## config.mk

```make
export PLATFORM = sky130hd
export DESIGN_NAME = wheel_incremental_pid
export DESIGN_NICKNAME = d
export VERILOG_FILES = /design/src/rtl/wip_pkg.sv /design/src/rtl/wip_ctrl.sv /design/src/rtl/wip_datapath.sv /design/src/rtl/wheel_incremental_pid.sv
export SDC_FILE = /design/constraint.sdc
export NUM_CORES = 2
export LEC_CHECK = 0
export BUFFER_PORTS_ARGS = -buffer_cell sky130_fd_sc_hd__buf_2
export CAP_MARGIN = 25
export CORE_MARGIN = 2
export CORE_UTILIZATION = 60
export CTS_BUF_LIST = sky130_fd_sc_hd__clkbuf_4
export CTS_CLUSTER_SIZE = 8
export DETAILED_ROUTE_END_ITERATION = 10
export PLACE_DENSITY_LB_ADDON = 0.12
export SLEW_MARGIN = 20
export SYNTH_ARGS = -nofsm -noshare
export SYNTH_HDL_FRONTEND = slang
export SYNTH_SLANG_ARGS = --single-unit
```

## constraint.sdc

```tcl
create_clock -name aclk -period 12.1 [get_ports aclk]
set_input_delay 1.21 -clock aclk [delete_from_list [all_inputs] [get_ports aclk]]
set_output_delay 1.21 -clock aclk [all_outputs]
set_load 0.05 [all_outputs]
```

## src/rtl/wip_pkg.sv

```systemverilog
package wip_pkg;

    // Default number of fraction bits for speeds, errors and the drive value
    localparam int FRAC_BITS_DEF = 8;

    // Gains are Q8.8
    localparam int GAIN_FRAC = 8;

    // 0.448 and 1.56 scaled by 2^16, truncated
    localparam int SCALE_Q16  = 29360;
    localparam int OFFSET_Q16 = 102236;

    localparam int LIMIT_WHOLE = 95;
    localparam int NEAR_WHOLE  = 5;

    localparam int CFG_ADDR_W = 2;
    localparam int CFG_DATA_W = 16;

    localparam logic [CFG_ADDR_W-1:0] REG_PROP_GAIN    = 2'd0;
    localparam logic [CFG_ADDR_W-1:0] REG_INTEG_GAIN   = 2'd1;
    localparam logic [CFG_ADDR_W-1:0] REG_DERIV_GAIN   = 2'd2;
    localparam logic [CFG_ADDR_W-1:0] REG_TARGET_SPEED = 2'd3;

    typedef enum logic [1:0] {
        MUL_CONV,
        MUL_PROP,
        MUL_INTEG,
        MUL_DERIV
    } mul_sel_t;

    typedef enum logic [1:0] {
        ACC_NONE,
        ACC_ADD,
        ACC_SUB
    } acc_op_t;

    typedef struct packed {
        logic     load_in;
        logic     mul_en;
        mul_sel_t mul_sel;
        logic     speed_en;
        acc_op_t  acc_op;
        logic     fin_en;
    } cmd_t;

endpackage

```

## src/rtl/wip_ctrl.sv

```systemverilog
module wip_ctrl (
    input  logic          aclk,
    input  logic          aresetn,
    input  logic          s_tvalid,
    output logic          s_tready,
    output logic          m_tvalid,
    input  logic          m_tready,
    output wip_pkg::cmd_t cmd
);

    typedef enum logic [2:0] {
        S_IDLE,
        S_CONV,
        S_SPEED,
        S_MULP,
        S_MULI,
        S_MULD,
        S_ACCD,
        S_FIN
    } state_t;

    state_t state_reg;
    state_t state_next;
    logic   m_tvalid_reg;
    logic   m_tvalid_next;
    logic   out_free;

    assign out_free = !m_tvalid_reg || m_tready;
    assign s_tready = (state_reg == S_IDLE);
    assign m_tvalid = m_tvalid_reg;

    always_comb begin
        state_next       = state_reg;
        m_tvalid_next    = m_tvalid_reg && !m_tready;
        cmd              = '0;
        cmd.mul_sel      = wip_pkg::MUL_CONV;
        cmd.acc_op       = wip_pkg::ACC_NONE;
        unique case (state_reg)
            S_IDLE: begin
                if (s_tvalid) begin
                    cmd.load_in = 1'b1;
                    state_next  = S_CONV;
                end
            end
            S_CONV: begin
                cmd.mul_en  = 1'b1;
                cmd.mul_sel = wip_pkg::MUL_CONV;
                state_next  = S_SPEED;
            end
            S_SPEED: begin
                cmd.speed_en = 1'b1;
                state_next   = S_MULP;
            end
            S_MULP: begin
                cmd.mul_en  = 1'b1;
                cmd.mul_sel = wip_pkg::MUL_PROP;
                state_next  = S_MULI;
            end
            S_MULI: begin
                cmd.mul_en  = 1'b1;
                cmd.mul_sel = wip_pkg::MUL_INTEG;
                cmd.acc_op  = wip_pkg::ACC_ADD;
                state_next  = S_MULD;
            end
            S_MULD: begin
                cmd.mul_en  = 1'b1;
                cmd.mul_sel = wip_pkg::MUL_DERIV;
                cmd.acc_op  = wip_pkg::ACC_ADD;
                state_next  = S_ACCD;
            end
            S_ACCD: begin
                cmd.acc_op = wip_pkg::ACC_SUB;
                state_next = S_FIN;
            end
            S_FIN: begin
                // hold the result until the output register is free
                if (out_free) begin
                    cmd.fin_en    = 1'b1;
                    m_tvalid_next = 1'b1;
                    state_next    = S_IDLE;
                end
            end
        endcase
    end

    always_ff @(posedge aclk) begin
        if (!aresetn) begin
            state_reg    <= S_IDLE;
            m_tvalid_reg <= 1'b0;
        end else begin
            state_reg    <= state_next;
            m_tvalid_reg <= m_tvalid_next;
        end
    end

`ifndef ASSERT_OFF
    a_busy_after_transfer: assert property (@(posedge aclk) disable iff (!aresetn)
        s_tvalid && s_tready |=> !s_tready)
        else $error("input taken again straight after a transfer");

    a_fin_output_free: assert property (@(posedge aclk) disable iff (!aresetn)
        cmd.fin_en |-> out_free)
        else $error("result loaded over an untaken result");

    a_fin_sets_valid: assert property (@(posedge aclk) disable iff (!aresetn)
        cmd.fin_en |=> m_tvalid)
        else $error("finished result not offered");

    a_acc_after_mul: assert property (@(posedge aclk) disable iff (!aresetn)
        cmd.acc_op != wip_pkg::ACC_NONE |-> $past(cmd.mul_en))
        else $error("accumulate without a fresh product");
`endif

endmodule

```

## src/rtl/wip_datapath.sv

```systemverilog
module wip_datapath #(
    parameter int FRAC_BITS = wip_pkg::FRAC_BITS_DEF
) (
    input  logic                           aclk,
    input  logic                           aresetn,
    input  logic                           cfg_we,
    input  logic [wip_pkg::CFG_ADDR_W-1:0] cfg_addr,
    input  logic [wip_pkg::CFG_DATA_W-1:0] cfg_wdata,
    input  logic [15:0]                    count_in,
    input  wip_pkg::cmd_t                  cmd,
    output logic [15:0]                    drive,
    output logic                           clamped,
    output logic                           near_target
);

    // operand width for speeds, errors and differences
    localparam int W     = FRAC_BITS + 17;
    localparam int PW    = W + 16;
    localparam int SUM_W = FRAC_BITS + 28;
    localparam int ACC_W = FRAC_BITS + 8;
    localparam int SHIFT = 16 - FRAC_BITS;

    localparam longint LIMIT_VAL = longint'(wip_pkg::LIMIT_WHOLE) << FRAC_BITS;
    localparam longint NEAR_VAL  = longint'(wip_pkg::NEAR_WHOLE) << FRAC_BITS;

    localparam logic signed [SUM_W-1:0] LIMIT     = SUM_W'(LIMIT_VAL);
    localparam logic signed [SUM_W-1:0] NEG_LIMIT = -LIMIT;
    localparam logic signed [W-1:0]     NEAR      = W'(NEAR_VAL);
    localparam logic signed [PW-1:0]    OFFSET    = PW'(wip_pkg::OFFSET_Q16);
    localparam logic signed [15:0]      SCALE     = 16'(wip_pkg::SCALE_Q16);

    logic signed [15:0]      prop_gain_reg;
    logic signed [15:0]      integ_gain_reg;
    logic signed [15:0]      deriv_gain_reg;
    logic signed [15:0]      target_reg;

    logic signed [W-1:0]     speed_now_reg;
    logic signed [W-1:0]     speed_prev_reg;
    logic signed [W-1:0]     error_prev_reg;
    logic signed [ACC_W-1:0] drive_accum_reg;

    logic signed [15:0]      count_reg;
    logic signed [PW-1:0]    prod_reg;
    logic signed [W-1:0]     err_reg;
    logic signed [W-1:0]     ediff_reg;
    logic signed [W-1:0]     diff2_reg;
    logic signed [SUM_W-1:0] incr_reg;
    logic                    close_reg;
    logic [15:0]             drive_reg;
    logic                    clamped_reg;
    logic                    near_reg;

    logic signed [15:0]      mul_a;
    logic signed [W-1:0]     mul_b;
    logic signed [PW-1:0]    mul_p;

    logic signed [PW-1:0]    q16;
    logic signed [PW-1:0]    q16_sh;
    logic signed [W-1:0]     speed_c;
    logic signed [W-1:0]     target_w;
    logic signed [W-1:0]     err_c;
    logic signed [W-1:0]     ediff_c;
    logic signed [W-1:0]     diff2_c;
    logic signed [W-1:0]     dist_c;
    logic signed [W-1:0]     dist_abs;
    logic                    close_c;

    logic signed [SUM_W-1:0] term_c;
    logic signed [SUM_W-1:0] sum_c;
    logic signed [SUM_W-1:0] sum_lim;
    logic signed [SUM_W-1:0] target_s;
    logic signed [SUM_W-1:0] target_lim;
    logic signed [SUM_W-1:0] drive_new;
    logic                    hit_c;

    // shared multiplier operand select
    always_comb begin
        unique case (cmd.mul_sel)
            wip_pkg::MUL_CONV: begin
                mul_a = SCALE;
                mul_b = W'(count_reg);
            end
            wip_pkg::MUL_PROP: begin
                mul_a = prop_gain_reg;
                mul_b = ediff_reg;
            end
            wip_pkg::MUL_INTEG: begin
                mul_a = integ_gain_reg;
                mul_b = err_reg;
            end
            wip_pkg::MUL_DERIV: begin
                mul_a = deriv_gain_reg;
                mul_b = diff2_reg;
            end
        endcase
    end

    assign mul_p = mul_a * mul_b;

    // speed, error and second difference from the conversion product
    assign q16      = prod_reg - OFFSET;
    assign q16_sh   = q16 >>> SHIFT;
    assign speed_c  = q16_sh[W-1:0];
    assign target_w = W'(target_reg);
    assign err_c    = target_w - speed_c;
    assign ediff_c  = err_c - error_prev_reg;
    assign diff2_c  = speed_c - (speed_now_reg <<< 1) + speed_prev_reg;
    assign dist_c   = speed_c - target_w;
    assign dist_abs = dist_c[W-1] ? -dist_c : dist_c;
    assign close_c  = dist_abs < NEAR;

    assign term_c = SUM_W'(prod_reg >>> wip_pkg::GAIN_FRAC);

    // limit the accumulated value, then apply the near-target override
    assign sum_c    = SUM_W'(drive_accum_reg) + incr_reg;
    assign target_s = SUM_W'(target_reg);

    always_comb begin
        hit_c   = 1'b0;
        sum_lim = sum_c;
        if (sum_c > LIMIT) begin
            hit_c   = 1'b1;
            sum_lim = LIMIT;
        end else if (sum_c < NEG_LIMIT) begin
            hit_c   = 1'b1;
            sum_lim = NEG_LIMIT;
        end
        target_lim = target_s;
        if (target_s > LIMIT) begin
            target_lim = LIMIT;
        end else if (target_s < NEG_LIMIT) begin
            target_lim = NEG_LIMIT;
        end
        drive_new = close_reg ? target_lim : sum_lim;
    end

    always_ff @(posedge aclk) begin
        if (!aresetn) begin
            prop_gain_reg   <= '0;
            integ_gain_reg  <= '0;
            deriv_gain_reg  <= '0;
            target_reg      <= '0;
            speed_now_reg   <= '0;
            speed_prev_reg  <= '0;
            error_prev_reg  <= '0;
            drive_accum_reg <= '0;
        end else begin
            if (cfg_we) begin
                unique case (cfg_addr)
                    wip_pkg::REG_PROP_GAIN:    prop_gain_reg  <= cfg_wdata;
                    wip_pkg::REG_INTEG_GAIN:   integ_gain_reg <= cfg_wdata;
                    wip_pkg::REG_DERIV_GAIN:   deriv_gain_reg <= cfg_wdata;
                    wip_pkg::REG_TARGET_SPEED: target_reg     <= cfg_wdata;
                endcase
            end
            if (cmd.speed_en) begin
                speed_now_reg  <= speed_c;
                speed_prev_reg <= speed_now_reg;
                error_prev_reg <= err_c;
            end
            if (cmd.fin_en) begin
                drive_accum_reg <= drive_new[ACC_W-1:0];
            end
        end
    end

    always_ff @(posedge aclk) begin
        if (cmd.load_in) begin
            count_reg <= count_in;
        end
        if (cmd.mul_en) begin
            prod_reg <= mul_p;
        end
        if (cmd.speed_en) begin
            err_reg   <= err_c;
            ediff_reg <= ediff_c;
            diff2_reg <= diff2_c;
            close_reg <= close_c;
            incr_reg  <= '0;
        end else begin
            unique case (cmd.acc_op)
                wip_pkg::ACC_ADD:  incr_reg <= incr_reg + term_c;
                wip_pkg::ACC_SUB:  incr_reg <= incr_reg - term_c;
                wip_pkg::ACC_NONE: incr_reg <= incr_reg;
                default:           incr_reg <= incr_reg;
            endcase
        end
        if (cmd.fin_en) begin
            drive_reg   <= drive_new[15:0];
            clamped_reg <= hit_c;
            near_reg    <= close_reg;
        end
    end

    assign drive       = drive_reg;
    assign clamped     = clamped_reg;
    assign near_target = near_reg;

endmodule

```

## src/rtl/wheel_incremental_pid.sv

```systemverilog
// Incremental PID speed loop for one wheel, derivative on measurement. Each
// encoder count transfer yields one drive transfer: the count is taken in
// idle, then four passes go through the single shared 16 x (FRAC_BITS+17)
// signed multiplier (speed conversion, then the proportional, integral and
// derivative products) interleaved with the speed/error step and the
// accumulate steps, and a last step limits the drive and loads the output
// register once it is free. The controller works on one count at a time and
// takes the next as soon as it is back in idle, so a new transfer may be
// accepted while the previous result still waits on the output; that result
// must be taken before the next one can be written. Configuration writes of
// gains and target act at once, so one made mid-sample can reach that sample.
module wheel_incremental_pid #(
    parameter int FRAC_BITS = wip_pkg::FRAC_BITS_DEF
) (
    input  logic                           aclk,
    input  logic                           aresetn,
    // configuration write port
    input  logic                           cfg_we,
    input  logic [wip_pkg::CFG_ADDR_W-1:0] cfg_addr,
    input  logic [wip_pkg::CFG_DATA_W-1:0] cfg_wdata,
    // encoder count stream
    input  logic                           s_tvalid,
    output logic                           s_tready,
    input  logic [15:0]                    s_tdata,  // [15:0] encoder_count
    // drive stream
    output logic                           m_tvalid,
    input  logic                           m_tready,
    output logic [15:0]                    m_tdata,  // [15:0] drive
    output logic [1:0]                     m_tuser   // [0] clamped, [1] near_target
);

    wip_pkg::cmd_t cmd;
    logic          clamped;
    logic          near_target;

    wip_ctrl u_ctrl (
        .aclk     (aclk),
        .aresetn  (aresetn),
        .s_tvalid (s_tvalid),
        .s_tready (s_tready),
        .m_tvalid (m_tvalid),
        .m_tready (m_tready),
        .cmd      (cmd)
    );

    wip_datapath #(
        .FRAC_BITS (FRAC_BITS)
    ) u_datapath (
        .aclk        (aclk),
        .aresetn     (aresetn),
        .cfg_we      (cfg_we),
        .cfg_addr    (cfg_addr),
        .cfg_wdata   (cfg_wdata),
        .count_in    (s_tdata),
        .cmd         (cmd),
        .drive       (m_tdata),
        .clamped     (clamped),
        .near_target (near_target)
    );

    assign m_tuser = {near_target, clamped};

endmodule
```

== After elaboration in Yosys (flattened, before gate mapping) ==
Index checks and enable logic that the tools add are counted.
W data, S select, Z words.

* Input port bits: 39
* Word-level logic and storage cells: 89
* Register bits after elaboration: 346
* Output and inout port bits: 20

* $lt $le $gt $ge: 5
* Multiply operators: 1
* Add/subtract/negate cells: 10
* Reduce and logical (&&, ||, !) cells: 14
* Equal/unequal tests: 17
* Muxes and demuxes: 22

{| class="wikitable"
|+ Operator list
! cell !! number
|-
| $pmux W25 S4 || 1
|-
| $mux W16 || 5
|-
| $pmux W36 S2 || 1
|-
| $pmux W16 S4 || 1
|-
| $sub A25 B25 Y25 || 2
|-
| $mul A16 B25 Y41 || 1
|-
| $add A16 B36 Y36 || 1
|-
| $add A36 B33 Y36 || 1
|-
| $gt A36 B16 Y1 const B || 1
|-
| $lt A36 B16 Y1 const B || 1
|-
| $sub A36 B33 Y36 || 1
|-
| $sub A33 B18 Y33 const B || 1
|-
| $add A25 B25 Y25 || 1
|-
| $lt A25 B12 Y1 const B || 1
|-
| $mux W25 || 1
|-
| $neg A25 Y25 || 1
|-
| $sub A16 B25 Y25 || 1
|-
| $sub A25 B16 Y25 || 1
|-
| $pmux W3 S8 || 1
|-
| $gt A16 B16 Y1 const B || 1
|-
| $lt A16 B16 Y1 const B || 1
|-
| $eq A3 B3 Y1 const B || 4
|-
| $pmux W3 S4 || 1
|-
| $eq A2 B2 Y1 const B || 5
|-
| 16 further kinds || 33
|}

== Depth between registers and ports, before layout ==
* Depth in word-level cells: 5
* Gate-level depth with buffers: 34
* Mapped depth without buffers: 32

== Modules after synthesis ==
A second synthesis with hierarchy kept.

* Cells, all modules: 4,371
* Area total of the unflattened synthesis: 38,175.4 um2

{| class="wikitable"
|+ By module, submodules not included
! module !! seq. area each (um2) !! cells an instance !! area an instance (um2) !! instances
|-
| wip_datapath || 8,298.0 || 4,337 || 37,876.3 || 1
|-
| wip_ctrl || 80.1 || 32 || 284.0 || 1
|-
| wheel_incremental_pid || 0.0 || 2 || 15.0 || 1
|}

== Worst setup path after synthesis ==
No wires, ideal clock.

* Path kind: flip-flop to flip-flop
* Start point: register u_ctrl.state_reg[0]
* End point: register u_datapath.prod_reg[40], data pin
* Data required time: 11,835 ps
* Cell stages (with the launch flop): 32
* Path slack: 3,915 ps
* Clock period less this slack: 8,185 ps
* Library setup time: 265 ps
* Path buffers: 4
* Arrival: 7,920 ps
* Path through: dfxtp_1 clkbuf_1 clkbuf_1 clkbuf_1 mux2i_1 o21ai_0 clkbuf_1 nand2_1 fa_1 inv_1 fa_1 inv_1 fa_1 inv_1 fa_1 fa_1 inv_1 fa_1 inv_1 ha_1 a21o_1 a21oi_1 nor4b_1 o2bb2ai_1 o31a_1 or3_1 a31oi_1 a41oi_1 a21oi_1 o21ai_0 a21oi_1 a31oi_1

* Word-level cells in the longest chain between the ends: 5
* Elaborated cells between the ends (all ways): 12
* Those cells by class: 1 x mul; 7 x eq/ne; 3 x mux; 1 x reduce/logical

{| class="wikitable"
|+ RTL lines
! item !! RTL line !! source
|-
| start, declared || wip_ctrl.sv:22 || <nowiki>state_t state_reg;</nowiki>
|-
| start signal, assigned || wip_ctrl.sv:91 || <nowiki>state_reg <= state_next;</nowiki>
|-
| $eq A3 B3 Y1, or another cell as far along || wip_ctrl.sv:38 || <nowiki>unique case (state_reg)</nowiki>
|-
| $pmux W3 S4 * || wip_ctrl.sv:38 ||
|-
| $eq A2 B2 Y1, or another cell as far along || wip_datapath.sv:78 || <nowiki>unique case (cmd.mul_sel)</nowiki>
|-
| $pmux W16 S4 / $pmux W25 S4 (equally long branches) || wip_datapath.sv:78 ||
|-
| $mul A16 B25 Y41 * || wip_datapath.sv:98 || <nowiki>assign mul_p = mul_a * mul_b;</nowiki>
|-
| via u_datapath.mul_p[40] || wip_datapath.sv:55 || <nowiki>logic signed [PW-1:0] mul_p;</nowiki>
|-
| end signal, assigned || wip_datapath.sv:172 || <nowiki>prod_reg <= mul_p;</nowiki>
|-
| end, declared || wip_datapath.sv:43 || <nowiki>logic signed [PW-1:0] prod_reg;</nowiki>
|}

Mark *: on every way through the listed nets, which the timed path passes. The rest lies on a longest branch.
A chain may end at the register's enable or synchronous reset.

== Worst setup path after layout ==
* Start point: register u_ctrl.state_reg[1]
* End point: register u_datapath.prod_reg[40], data pin

Same word-level chain as after synthesis.

==> run metrics <==
outcome completed; initial antenna violation count 9; Worst-Skew Late Latency 0.92 ns; Hold Path Sink u_datapath.speed_prev_reg[24]; Antenna Nets Post-Route 0; gpl congestion 0.9738; post-synthesis sequential area ratio 22.22%; Setup TNS 0 ns; Syn Nets 5130; Worst-Margin Slew 1.253 ns; Synth top area share 22.09%; postcts setup bufs 0; DRT Pass-1 Iters 6; Mapped Cells 4405; CTS buffer count 96; placed cell area 0.03882 mm^2; Worst-path clk slew 0.07 ns; DRT Wirelength 109200 um; critical path peak fanout 23; fin crit period 9.768 ns; First DRT Iteration DRCs 2802; Synth async-reset ratio 0%; critical path type reg2reg; RSZ-0062 raised after global routing no; Core Area 0.06194 mm^2; H-tree depth 3; port bufs 58; hold_sp u_datapath.speed_now_reg[24]; Core Rows 91; Critical-path top delay cell dfxtp_1; nature of the critical path startpoint register; Crit Reg-Reg Startpoint u_ctrl.state_reg[1]; Fin. Hold Viols 0; fin. max-slew vios 0; Sinks on Clock Net 344; Final WS setup 2.332 ns; CP startpoint u_ctrl.state_reg[1]; max-cap viol count 0; CTS tree built; Worst Reg-to-Reg Cells 30; via/cell ratio 5.901; synth unique cells 90; hold path depth 2; Yosys top cell by area fa_1; ys flop type dfxtp_1; Area Growth Syn to Fin 6.484%; Min-Delay Path Class reg2reg; gr usage total 34.29%; Crit path required time 12.70 ns; Die ar. 0.06486 mm^2; pre-CTS WS 2.482 ns; largest net degree at the start of global routing 81; worst path buffer plus inverter count 5; Fill cells 5507; hold_ws 0.4468 ns; reg-to-reg endpoint u_datapath.prod_reg[40]; wire per inst 20.35 um; fmax 102.4 MHz; die height 254.7 um; max reg flops 39; Synth Register Bits 344; DRC 0; Post-synth EDFFs 149; Synthesis Warnings 0; die width 254.7 um; Root Buffer clkbuf_4; Worst setup EP type register; global-route wire length before repair 169600 um; r2r setup slk 2.33 ns; most used cell, CP fa_1; post-route cell area 0.04015 mm^2; layout cells sized above 1 7.701%; Final setup viols 0; post-DP HPWL 86040 um; max incr delay on CP 0.81 ns; clk buf depth 3; total grt overflow 0; Final Cycle Share 80.73%; vias in the first global route 30.96k; Synth Cell Area 0.03770 mm^2; ranking of synthesized cells by area fa_1, edfxtp_1, dfxtp_1; critical path arrival 10.36 ns; I/O Pins 59; clk_skew 0.08827 ns; Mapped Avg Cell Area 8.560 um^2; Rel. slew slack 15.91%; Initial Util 60.87%; hold-fix buffers at CTS 0; CTS-repair resized insts 0; Top delay family on crit path adder cells; vias 31.66k; nets 5163; Crit path depth 30
placed cells by master (no fill, tap or decap), drive strengths merged, types with 11 or more instances in the layout:
cell	Yosys	final
clkinv	1	26
nand2	588	588
buf	23	109
a21boi	13	13
nor2b	52	52
edfxtp	149	149
o21a	47	47
a211o	11	11
nor2	421	421
a21oi	320	320
and3	32	32
or2	23	23
a31oi	36	36
xor2	59	59
o21ai	144	144
o211ai	16	16
nor4	19	19
o22ai	14	14
a21o	85	85
nor3	67	67
ha	270	270
or3	24	24
and2	36	36
fa	416	416
xnor2	164	164
mux2	12	12
clkbuf	153	149
dfxtp	195	195
a211oi	51	51
nand4	21	21
inv	605	609
o21bai	18	18
mux2i	69	69
nand3	52	52
nand2b	35	35
o31a	12	12
cells by family (layout without fill, tap and decap cells):
group | count (synthesis) | in the layout | share of synthesized area [%]
mux | 81 | 81 | 2.190
fa+ha+maj | 686 | 686 | 31.05
compound gates | 876 | 876 | 14.77
other cells | 0 | 9 | 0
xor+xnor | 223 | 223 | 5.180
buf+inv | 782 | 896 | 7.874
flops | 344 | 344 | 22.22
simple gates | 1413 | 1413 | 16.72
worst min-delay path: cells and delay by family (launching register included):
family | cells | cell delay (ns)
AOI/OAI and AO/OA | 1 | 0.05
DFF | 1 | 0.31
and+or+nand+nor | 1 | 0.05
metrics by stage:
stage | util, % | cells
final | 64.82 | 5365
after global routing | 64.80 | 5360
after CTS | 64.75 | 5354
after detailed placement | 62.67 | 5175
after global placement | 62.63 | 5173
after floorplan | - | 4405
synthesized netlist by cell type, drive strengths merged (19+ instances only):
| library cell | number |
|---|---|
| inv | 605 |
| nand2 | 588 |
| nor2 | 421 |
| fa | 416 |
| a21oi | 320 |
| ha | 270 |
| dfxtp | 195 |
| xnor2 | 164 |
| clkbuf | 153 |
| edfxtp | 149 |
| o21ai | 144 |
| a21o | 85 |
| mux2i | 69 |
| nor3 | 67 |
| xor2 | 59 |
| nand3 | 52 |
| nor2b | 52 |
| a211oi | 51 |
| o21a | 47 |
| a31oi | 36 |
| and2 | 36 |
| nand2b | 35 |
| and3 | 32 |
| or3 | 24 |
| buf | 23 |
| or2 | 23 |
| nand4 | 21 |
| nor4 | 19 |
metal layers:
layer / GRT usage [%] / part of all wire [%] / vias up
met2: 53.66 / 45 / 1410
met5: 0 / 0.016 / -
met1: 45.46 / 40 / 15150
met4: 14.50 / 4.6 / 2
li1: - / - / 14760
met3: 8.512 / 10 / 336
layout make-up:
type / count / area, um^2 / share of cell area [%]
Multi-Input combinational cell: 3279 / 26430 / 65.83
Sequential cell: 344 / 8379 / 20.87
Inverter: 606 / 2282 / 5.684
Clock buffer: 148 / 1111 / 2.767
Tap cell: 837 / 1047 / 2.608
Timing Repair Buffer: 111 / 698.2 / 1.739
Clock inverter: 31 / 177.7 / 0.4425
Antenna cell: 9 / 22.52 / 0.05609
worst max path at each step:
| stage | endpoint | slack, ns |
|---|---|---|
| 2_1_floorplan | u_datapath.prod_reg[40] | 3.91 |
| 3_3_place_gp | u_datapath.prod_reg[40] | 2.67 |
| 3_5_place_dp | u_datapath.prod_reg[40] | 2.48 |
| 4_1_cts | u_datapath.prod_reg[40] | 2.42 |
| 5_1_grt | u_datapath.prod_reg[40] | 1.71 |
| 6_report | u_datapath.prod_reg[40] | 2.33 |
Power is left out: the tool's default activity adds up to more than one toggle a clock period on the data nets, which glitch-free logic cannot reach.
